## src/rtl/cfsf_pkg.sv

```systemverilog
// Package for the common free slot finder.
// Holds the item types, list entry type, compare result type and defaults.
// Used by every module of the block but cfsf_ram; depends on nothing.
package cfsf_pkg;

  // Time stamp width of all interval bounds
  localparam int TIME_W = 32;

  // Default list capacity per party
  localparam int LIST_DEPTH_DEF = 64;

  // Reset value of the required window length
  localparam logic [TIME_W-1:0] MIN_LENGTH_RST = 32'd1;

  // Party codes carried in the kind field
  localparam logic PARTY_FIRST  = 1'b0;
  localparam logic PARTY_SECOND = 1'b1;

  // One loaded interval
  typedef struct packed {
    logic              kind;
    logic [TIME_W-1:0] slot_begin;
    logic [TIME_W-1:0] slot_finish;
    logic              final_req;
  } in_item_t;

  // One answer
  typedef struct packed {
    logic              found;
    logic [TIME_W-1:0] window_begin;
    logic [TIME_W-1:0] window_end;
    logic              overflow;
  } out_item_t;

  // One stored interval of a party list
  typedef struct packed {
    logic [TIME_W-1:0] t_begin;
    logic [TIME_W-1:0] t_finish;
  } entry_t;

  // Status from the shared compare unit to the sequencer
  typedef struct packed {
    logic              a_gt_b;
    logic              a_fin_lt_b;
    logic              fit;
    logic [TIME_W-1:0] lo;
  } cmp_res_t;

  // Sequencer states
  typedef enum logic [6:0] {
    ST_IDLE    = 7'b0000001,
    ST_INS     = 7'b0000010,
    ST_SHIFT   = 7'b0000100,
    ST_PUT     = 7'b0001000,
    ST_MRG_RD  = 7'b0010000,
    ST_MRG_CMP = 7'b0100000,
    ST_EMIT    = 7'b1000000
  } state_t;

endpackage

```

## src/rtl/cfsf_cmp.sv

```systemverilog
// Shared compare unit of the free slot finder.
// Orders two intervals for sorted insertion and intersects them for the merge.
// Depends on cfsf_pkg.
module cfsf_cmp
  import cfsf_pkg::*;
(
  input  entry_t            a_ent,
  input  entry_t            b_ent,
  input  logic [TIME_W-1:0] min_len,
  output cmp_res_t          res
);

  logic [TIME_W-1:0] lo;
  logic [TIME_W-1:0] hi;
  logic [TIME_W-1:0] span;

  // Intersect: latest start, earliest finish
  assign lo   = (a_ent.t_begin > b_ent.t_begin) ? a_ent.t_begin : b_ent.t_begin;
  assign hi   = (a_ent.t_finish < b_ent.t_finish) ? a_ent.t_finish : b_ent.t_finish;
  assign span = hi - lo;

  // Order by start, then by finish; qualify the overlap against the length
  always_comb begin
    res.a_gt_b     = (a_ent.t_begin > b_ent.t_begin) ||
                     ((a_ent.t_begin == b_ent.t_begin) && (a_ent.t_finish > b_ent.t_finish));
    res.a_fin_lt_b = a_ent.t_finish < b_ent.t_finish;
    res.fit        = (hi >= lo) && (span >= min_len);
    res.lo         = lo;
  end

endmodule

```

## config.mk

```make
export PLATFORM = sky130hd
export DESIGN_NAME = cfsf_cmp
export DESIGN_NICKNAME = d
export VERILOG_FILES = /design/src/rtl/cfsf_pkg.sv /design/src/rtl/cfsf_cmp.sv
export SDC_FILE = /design/constraint.sdc
export NUM_CORES = 1
export LEC_CHECK = 0
export BUFFER_PORTS_ARGS = -buffer_cell sky130_fd_sc_hd__buf_2
export CELL_PAD_IN_SITES_DETAIL_PLACEMENT = 1
export CELL_PAD_IN_SITES_GLOBAL_PLACEMENT = 1
export CORE_MARGIN = 8
export CORE_UTILIZATION = 37
export DETAILED_ROUTE_END_ITERATION = 12
export GPL_TIMING_DRIVEN = 0
export PLACE_DENSITY_LB_ADDON = 0.2
export SYNTH_ARGS = -nofsm -noshare
export SYNTH_HDL_FRONTEND = slang
export SYNTH_SLANG_ARGS = --single-unit
```

## constraint.sdc

```tcl
create_clock -name vclk -period 7.8
set_clock_uncertainty 0.2 [all_clocks]
set_input_delay 0.39 -clock vclk [all_inputs]
set_output_delay 0.39 -clock vclk [all_outputs]
set_load 0.01 [all_outputs]
```

==> results of run 1 <==
layout by cell type, fill, tap and decap left out, drive strengths merged, types with 2 or more instances in the layout:
| master | count |
|---|---|
| o211ai | 2 |
| xnor2 | 17 |
| xor2 | 12 |
| or2 | 2 |
| ha | 128 |
| a21o | 51 |
| and3 | 4 |
| inv | 103 |
| mux2 | 63 |
| nand4 | 26 |
| nand2b | 4 |
| a31oi | 3 |
| clkbuf | 5 |
| and2 | 3 |
| o21ai | 29 |
| mux2i | 32 |
| buf | 205 |
| o22ai | 3 |
| a21oi | 59 |
| nor3 | 8 |
| nor2b | 4 |
| or3 | 2 |
| nor2 | 21 |
| nand3 | 5 |
| a221oi | 3 |
| nand2 | 24 |
| o21bai | 6 |
| o31ai | 3 |
| nor4 | 2 |
| o21a | 12 |
| a2111oi | 3 |
| o31a | 2 |
| a211oi | 4 |
| and4 | 2 |
power by group:
group	total [mW]	switching [mW]	leakage (nW)	internal [mW]
clock	0	0	0	0
sequential	0	0	0	0
combinational	0.836	0.460	3.69	0.376
total	0.836	0.460	3.69	0.376
through the flow:
step | hold slack (ns) | util [%] | worst slack [ns] | power [mW] | cells
6_report | 0.923 | 46.5 | 0.617 | 0.836 | 1043
5_1_grt | 0.945 | 46.5 | 0.0444 | 0.938 | 1043
4_1_cts | 0.924 | 46.5 | 0.596 | 0.842 | 1043
3_5_place_dp | 0.917 | 46.5 | 0.614 | 0.836 | 1043
3_3_place_gp | 0.904 | 46.5 | 0.786 | 0.799 | 1043
2_1_floorplan | 0.728 | - | 1.81 | 0.583 | 668
worst min-delay path, cell delays in order:
cell and delay [ns]:
buf_2 0.10, mux2_1 0.12, buf_2 0.12
final cells by class:
type,count,area [µm²]
buffer,15,97.6
multi-input combinational,550,4740
inverter,103,387
tap,180,225
timing repair buffer,195,976
fill,1807,7400
per-layer routing:
layer  vias up  share of wire (%)
li1       2835                  -
met5         -                  0
met3        12                4.0
met1      2619                 45
met4         0               0.89
met2       114                 50
logic make-up after synthesis:
family	after synthesis	share of synthesized area (%)
AO/OA/AOI/OAI	187	24.2
XOR/XNOR	29	4.86
adder cells (fa/ha/maj)	129	31.0
buffers and inverters	118	9.26
multiplexers	95	19.7
AND/OR/NAND/NOR	110	11.0
how the worst max path moves through the flow:
stage,startpoint,slack (ns),to,cells past startpoint
2_1_floorplan,b_ent[22],1.81,res[32],26
3_3_place_gp,b_ent[14],0.79,res[32],29
3_5_place_dp,b_ent[14],0.61,res[32],27
4_1_cts,b_ent[14],0.60,res[32],27
5_1_grt,b_ent[1],0.04,res[32],29
6_report,b_ent[14],0.62,res[32],27
==> metrics.md, run 1 <==
| Metric | Value |
|---|---|
| Placed cell areas | `6430 µm²` |
| Fin. Hold Viols | `0` |
| Arr. time, crit path | `6.59 ns` |
| Routed wire length | `19900 µm` |
| # resized after CTS | `0` |
| CP delay by family, top | `compound AO/OA/AOI/OAI gates` |
| Min cycle time layout | `7.18 ns` |
| Measured slew at the worst slew-check pin | `0.437 ns` |
| M1 GR Usage | `26.2%` |
| Global route overflow | `0` |
| Critical Path Fanout Max | `10` |
| Syn_nets | `957` |
| Vias post-DR | `5580` |
| Slowest cell on the critical path | `or3_1` |
| Vias in the first global route | `6238` |
| Synth top area share | `30.6%` |
| Storage element area | `0 µm²` |
| Synthesis warning total | `0` |
| ANT cells | `0` |
| Worst Hold End | `res[29]` |
| Detail Placement HPWL | `18200 µm` |
| Leak pwr | `3.69 nW` |
| Most frequent cell after synthesis | `ha_1` |
| First-pass GRT wire length | `31300 µm` |
| GRT Util Overall | `21.0%` |
| GR Util met3 | `1.56%` |
| Height of the die | `135 µm` |
| Starting Density | `37.8%` |
| GPL Wtd Cong | `0.930` |
| Peak Freq | `139 MHz` |
| Area delta synth->final | `23.0%` |
| WL/cell | `19.0 µm` |
| Setup violators final | `0` |
| GR Util met2 | `39.4%` |
| Seq cells | `0` |
| Fin area | `6430 µm²` |
| Total of max-cap violations | `0` |
| Hold Crit Start | `b_ent[61]` |
| Nets | `1154` |
| Seq/Total Area, Yosys | `0%` |
| Core Region | `13800 µm²` |
| # IOs | `195` |
| Peak supply drop | `0.0557 mV` |
| Crit start category | `primary input` |
| Syn Area/Cell | `7.83 µm²` |
| Yosys top cell by area | `ha_1` |
| Slew headroom | `70.1%` |
| Hold depth | `3` |
| Post-synthesis cell count | `668` |
| Critical Path Most Common Cell | `ha_1` |
| Full die area | `18200 µm²` |
| RSZ-0062 raised after global routing | `false` |
| Drt initial violations | `165` |
| GR peak layer | `met2` |
| PwrDens | `130 nW/µm²` |
| Max Slew Vio Count | `0` |
| Most frequent cells after synthesis | `128 x ha_1, 103 x inv_1, 59 x a21oi_1, 59 x mux2_2, 51 x a21o_1` |
| Die Span X | `135 µm` |
| Final setup TNS | `0 ns` |
| Row cnt | `43` |
| Critical path buffers and inverters | `5` |
| Min-delay worst type | `primary input to primary output` |
| Hold_buf cts | `0` |
| Initial antenna violation count | `0` |
| Clock buffers | `0` |
| DR vias/cell | `5.35` |
| Residual DRC | `0` |
| Req. time, crit path | `7.21 ns` |
| Antenna-violating nets left | `0` |
| Number of setup buffers added after CTS | `0` |
| Critical Path End Type | `primary output` |
| CP max stage delay | `0.45 ns` |
| Netlist cell types | `55` |
| Mapped Area | `5230 µm²` |
| Synth area leaders | `ha_1 31%, mux2_2 13%, inv_1 7.4%, a21o_1 7.3%, mux2i_1 6.1%` |
| Layout cell share with drive strength beyond 1 | `32.0%` |
| Period utilization | `92.1%` |
| Status | `finished clean` |
| Largest net degree at the start of global routing | `11` |
| CP Class | `primary input to primary output` |
| I/O Buffers | `195` |
| Drt pass-1 iters | `4` |
Power figures use the tool's default switching activity.
==> inputs of run 2 (changes only) <==
--- a/config.mk
+++ b/config.mk
@@ -8,7 +8,7 @@
 export BUFFER_PORTS_ARGS = -buffer_cell sky130_fd_sc_hd__buf_2
 export CELL_PAD_IN_SITES_DETAIL_PLACEMENT = 1
 export CELL_PAD_IN_SITES_GLOBAL_PLACEMENT = 1
-export CORE_MARGIN = 8
+export CORE_MARGIN = 2
 export CORE_UTILIZATION = 37
 export DETAILED_ROUTE_END_ITERATION = 12
 export GPL_TIMING_DRIVEN = 0
==> metrics.md, run 2 (synthesized netlist as in run 1, its figures left out) <==
| Metric | Value |
|---|---|
| Status | `finished clean (unchanged)` |
| Clock buffers | `0 (unchanged)` |
| Setup violators final | `0 (unchanged)` |
| Max Slew Vio Count | `0 (unchanged)` |
| Leak pwr | `3.69 nW (unchanged)` |
| Hold depth | `3 (unchanged)` |
| Hold_buf cts | `0 (unchanged)` |
| Total of max-cap violations | `0 (unchanged)` |
| Largest net degree at the start of global routing | `11 (unchanged)` |
| Number of setup buffers added after CTS | `0 (unchanged)` |
| Initial antenna violation count | `0 (unchanged)` |
| Arr. time, crit path | `6.63 ns (was 6.59 ns)` |
| Most common cell after layout, fill and taps aside | `buf_2 (unchanged)` |
| First-pass GRT wire length | `29400 µm (was 31300 µm)` |
| Measured slew at the worst slew-check pin | `0.521 ns (was 0.437 ns)` |
| Vias in the first global route | `6050 (was 6238)` |
| Global route overflow | `0 (unchanged)` |
| Min cycle time layout | `7.22 ns (was 7.18 ns)` |
| Residual DRC | `0 (unchanged)` |
| Full die area | `15100 µm² (was 18200 µm²)` |
| GRT Util Overall | `24.1% (was 21.0%)` |
| Area delta synth->final | `23.0% (about the same)` |
| CP Class | `primary input to primary output (unchanged)` |
| Row cnt | `43 (unchanged)` |
| I/O Buffers | `195 (unchanged)` |
| Critical Path Most Common Cell | `a21oi_1 (was ha_1)` |
| Period utilization | `92.6% (was 92.1%)` |
| Hold Crit Start | `b_ent[61] (unchanged)` |
| # IOs | `195 (unchanged)` |
| Critical Path Fanout Max | `10 (unchanged)` |
| Peak Freq | `138 MHz (was 139 MHz)` |
| Antenna-violating nets left | `0 (unchanged)` |
| Net Sw Frac | `55.1% (was 55.0%)` |
| Part of the power in the clock network | `0% (about the same)` |
| Storage element area | `0 µm² (unchanged)` |
| RSZ-0062 raised after global routing | `false (unchanged)` |
| Fin. Hold Viols | `0 (unchanged)` |
| Slowest cell on the critical path | `o41ai_2 (was or3_1)` |
| Crit start category | `primary input (unchanged)` |
| Nets | `1154 (unchanged)` |
| Flop pwr share | `0% (about the same)` |
| Drt pass-1 iters | `5 (was 4)` |
| Starting Density | `37.8% (unchanged)` |
| Routed wire length | `18500 µm (was 19900 µm)` |
| Drt initial violations | `169 (was 165)` |
| CP max stage delay | `0.45 ns (about the same)` |
| GPL Wtd Cong | `0.927 (was 0.930)` |
| Fillers | `1799 (was 1807)` |
| WL/cell | `17.8 µm (was 19.0 µm)` |
| Final setup TNS | `0 ns (unchanged)` |
| Layout cell share with drive strength beyond 1 | `32.0% (unchanged)` |
| Worst Hold End | `res[29] (unchanged)` |
| Critical Path End Type | `primary output (unchanged)` |
| Hold_ws | `0.908 ns (was 0.923 ns)` |
| Seq cells | `0 (unchanged)` |
| Int Power | `0.376 mW (about the same)` |
| Placed cell areas | `6430 µm² (unchanged)` |
| Core Region | `13800 µm² (unchanged)` |
| Min-delay worst type | `primary input to primary output (unchanged)` |
| Slew headroom | `64.9% (was 70.1%)` |
| Most frequent cells in the layout | `198 x buf_2, 128 x ha_1, 103 x inv_1, 59 x a21oi_1, 59 x mux2_2 (unchanged)` |
| Fin area | `6430 µm² (about the same)` |
| Req. time, crit path | `7.21 ns (about the same)` |
| Multi-input gate area | `4740 µm² (unchanged)` |
| Logic pwr share | `100.0% (about the same)` |
| Die Span X | `123 µm (was 135 µm)` |
| NetSw | `0.462 mW (was 0.460 mW)` |
| Vias post-DR | `5674 (was 5580)` |
| Height of the die | `123 µm (was 135 µm)` |
| Final Power | `0.838 mW (was 0.836 mW)` |
| # resized after CTS | `0 (unchanged)` |
| PwrDens | `130 nW/µm² (about the same)` |
| Detail Placement HPWL | `16700 µm (was 18200 µm)` |
| Peak supply drop | `0.0524 mV (was 0.0557 mV)` |
| DR vias/cell | `5.43 (was 5.35)` |
[run 2: how the worst max path moves through the flow]
stage,slack (ns),end,cells after the start,startpoint
6_report,0.58,res[32],30,a_ent[1]
5_1_grt,0.15,res[32],31,b_ent[46]
4_1_cts,0.66,res[32],29,b_ent[14]
3_5_place_dp,0.66,res[32],29,b_ent[14]
3_3_place_gp,0.84,res[32],29,b_ent[15]
2_1_floorplan,1.81,res[32],26,b_ent[22]
[run 2: per-stage QoR]
| step | worst slack, ns | cells | utilization [%] |
|---|---|---|---|
| 3_3_place_gp | 0.835 | 1043 | 46.5 |
| 2_1_floorplan | 1.81 | 668 | - |
| 4_1_cts | 0.656 | 1043 | 46.5 |
| 6_report | 0.578 | 1044 | 46.5 |
| 5_1_grt | 0.154 | 1043 | 46.5 |
| 3_5_place_dp | 0.663 | 1043 | 46.5 |
[run 2: power groups by stage]
stage	Sequential (mW)	Clock (mW)	Combinational, mW
floorplan	0	0	0.583
global placement	0	0	0.793
detailed placement	0	0	0.832
CTS	0	0	0.838
global route	0	0	0.939
finish	0	0.0000000172	0.838
[run 2: worst max-delay path, delay by kind of cell]
family	cells	cell delay (ns)
fa+ha+maj	3	0.86
mux	1	0.31
simple gates	5	0.78
compound gates	17	3.59
buf+inv	3	0.54
xor+xnor	1	0.14
[run 2: area by class of cell]
type | instances | share of cell area (%)
Antenna cell | 1 | 0.0389
Buffer | 15 | 1.52
Multi-Input combinational cell | 550 | 73.8
Inverter | 103 | 6.01
Timing Repair Buffer | 195 | 15.2
Tap cell | 180 | 3.50
[run 2: routing by layer]
metal / track usage, % / part of all wire (%) / vias to the layer above
met5: 0 / 0 / -
met4: 3.59 / 1.7 / 0
met3: 0.976 / 3.6 / 24
met2: 44.2 / 49 / 135
met1: 31.6 / 46 / 2678
li1: - / - / 2837
==> inputs of run 3 (changes only) <==
--- a/config.mk
+++ b/config.mk
@@ -5,14 +5,15 @@
 export SDC_FILE = /design/constraint.sdc
 export NUM_CORES = 1
 export LEC_CHECK = 0
-export BUFFER_PORTS_ARGS = -buffer_cell sky130_fd_sc_hd__buf_2
 export CELL_PAD_IN_SITES_DETAIL_PLACEMENT = 1
 export CELL_PAD_IN_SITES_GLOBAL_PLACEMENT = 1
 export CORE_MARGIN = 2
-export CORE_UTILIZATION = 37
+export CORE_UTILIZATION = 49
 export DETAILED_ROUTE_END_ITERATION = 12
+export DONT_BUFFER_PORTS = 1
 export GPL_TIMING_DRIVEN = 0
 export PLACE_DENSITY_LB_ADDON = 0.2
+export SKIP_LAST_GASP = 1
 export SYNTH_ARGS = -nofsm -noshare
 export SYNTH_HDL_FRONTEND = slang
 export SYNTH_SLANG_ARGS = --single-unit
==> metrics.md, run 3 (synthesized netlist as in run 1, its figures left out) <==
| Metric | Value |
|---|---|
| Measured slew at the worst slew-check pin | `0.521 ns (about the same)` |
| RSZ-0062 raised after global routing | `false (unchanged)` |
| Critical Path End Type | `primary output (unchanged)` |
| Clock buffers | `0 (unchanged)` |
| Slew headroom | `64.9% (about the same)` |
| M1 GR Usage | `37.1% (was 31.6%)` |
| GRT Util Overall | `27.9% (was 24.1%)` |
| Full die area | `11500 µm² (was 15100 µm²)` |
| PwrDens | `142 nW/µm² (was 130 nW/µm²)` |
| Largest net degree at the start of global routing | `11 (unchanged)` |
| Total of max-cap violations | `0 (unchanged)` |
| Routed wire length | `16700 µm (was 18500 µm)` |
| Area delta synth->final | `3.25% (was 23.0%)` |
| CP delay by family, top | `compound AO/OA/AOI/OAI gates (unchanged)` |
| Hold Crit Start | `b_ent[40] (was b_ent[61])` |
| Final Power | `0.765 mW (was 0.838 mW)` |
| Core Util, Final | `52.3% (was 46.5%)` |
| Number of setup buffers added after CTS | `0 (unchanged)` |
| Seq cells | `0 (unchanged)` |
| Storage element area | `0 µm² (unchanged)` |
| Min cycle time layout | `7.01 ns (was 7.22 ns)` |
| Initial antenna violation count | `0 (unchanged)` |
| Min-delay worst type | `primary input to primary output (unchanged)` |
| Most common cell after layout, fill and taps aside | `ha_1 (was buf_2)` |
| Nets | `959 (was 1154)` |
| Starting Density | `50.6% (was 37.8%)` |
| Max Slew Vio Count | `0 (unchanged)` |
| # IOs | `195 (unchanged)` |
| Req. time, crit path | `7.21 ns (about the same)` |
| Antenna-violating nets left | `0 (unchanged)` |
| Residual DRC | `0 (unchanged)` |
| Die Span X | `107 µm (was 123 µm)` |
| Hold depth | `1 (was 3)` |
| Final Non-Filler Cells | `804 (was 1044)` |
| CP max stage delay | `0.60 ns (was 0.45 ns)` |
| Peak supply drop | `0.0626 mV (was 0.0524 mV)` |
| Most frequent cells in the layout | `128 x ha_1, 103 x inv_1, 59 x a21oi_1, 59 x mux2_2, 51 x a21o_1 (was 198 x buf_2, 128 x ha_1, 103 x inv_1, 59 x a21oi_1, 59 x mux2_2)` |
| Detail Placement HPWL | `15200 µm (was 16700 µm)` |
| Crit start category | `primary input (unchanged)` |
| Critical Path Most Common Cell | `ha_1 (was a21oi_1)` |
| Vias in the first global route | `5101 (was 6050)` |
| First-pass GRT wire length | `25800 µm (was 29400 µm)` |
| Global route overflow | `0 (unchanged)` |
| Drt pass-1 iters | `4 (was 5)` |
| Peak Freq | `143 MHz (was 138 MHz)` |
| WL/cell | `20.7 µm (was 17.8 µm)` |
| GPL Wtd Cong | `0.916 (was 0.927)` |
| ANT cells | `0 (was 1)` |
| Fin area | `5400 µm² (was 6430 µm²)` |
| Hold_buf cts | `0 (unchanged)` |
| Height of the die | `107 µm (was 123 µm)` |
| Critical Path Fanout Max | `10 (unchanged)` |
| Fin. Hold Viols | `0 (unchanged)` |
| Period utilization | `89.9% (was 92.6%)` |
| Critical path cell sequence | `inv_1, ha_1, and3_1, nand3_1, or4_1, o211ai_2, buf_4, mux2i_1, ha_1, inv_1, fa_1, a21oi_1, o22ai_1, nor2_1, o211ai_1, o22ai_1, a31oi_1, a221oi_1, xnor2_1, ha_1, nand4_1, nor3_1, nand3_1, a21oi_1` |
| Placed cell areas | `5400 µm² (was 6430 µm²)` |
| I/O Buffers | `0 (was 195)` |
| Critical path buffers and inverters | `3 (unchanged)` |
| Core Region | `10300 µm² (was 13800 µm²)` |
| DR vias/cell | `6.24 (was 5.43)` |
| GR Util met2 | `50.0% (was 44.2%)` |
| Setup violators final | `0 (unchanged)` |
| Worst Hold End | `res[8] (was res[29])` |
| Row cnt | `37 (was 43)` |
| GR peak layer | `met2 (unchanged)` |
| Drt initial violations | `193 (was 169)` |
| Layout cell share with drive strength beyond 1 | `12.1% (was 32.0%)` |
| Slowest cell on the critical path | `or4_1 (was o41ai_2)` |
| Final setup TNS | `0 ns (unchanged)` |
| # resized after CTS | `0 (unchanged)` |
| Arr. time, crit path | `6.42 ns (was 6.63 ns)` |
| Leak pwr | `2.92 nW (was 3.69 nW)` |
| Vias post-DR | `5019 (was 5674)` |
| Dpl cells | `804 (was 1043)` |
| Status | `finished clean (unchanged)` |
| CP Class | `primary input to primary output (unchanged)` |
| GR Util met3 | `2.54% (was 0.976%)` |
-- run 3: worst max-delay path by stage --
stage / slack (ns) / startpoint / end / cells after the start
floorplan: 1.81 / b_ent[22] / res[32] / 26
global placement: 0.98 / b_ent[15] / res[32] / 25
detailed placement: 0.80 / b_ent[22] / res[32] / 24
CTS: 0.77 / b_ent[22] / res[32] / 24
global route: 0.27 / b_ent[9] / res[32] / 25
finish: 0.79 / b_ent[22] / res[32] / 24
-- run 3: layout make-up --
class                      instances  area [µm²]
buffer                            15        97.6
fill                            1321        4920
inverter                         103         387
multi-input combinational        550        4740
tap                              136         170
-- run 3: per-stage QoR --
| step | worst slack (ns) | hold WS [ns] |
|---|---|---|
| CTS | 0.774 | 0.735 |
| detailed placement | 0.800 | 0.734 |
| global route | 0.269 | 0.737 |
| finish | 0.789 | 0.734 |
| floorplan | 1.81 | 0.728 |
| global placement | 0.975 | 0.735 |
-- run 3: power by group --
group | total (mW) | internal, mW | switching (mW)
combinational | 0.765 | 0.334 | 0.430
clock | 0 | 0 | 0
sequential | 0 | 0 | 0
-- run 3: metal layers --
layer,wire length (µm),vias up
li1,-,2441
met5,0,-
met4,219,0
met2,8100,146
met3,817,19
met1,7540,2413
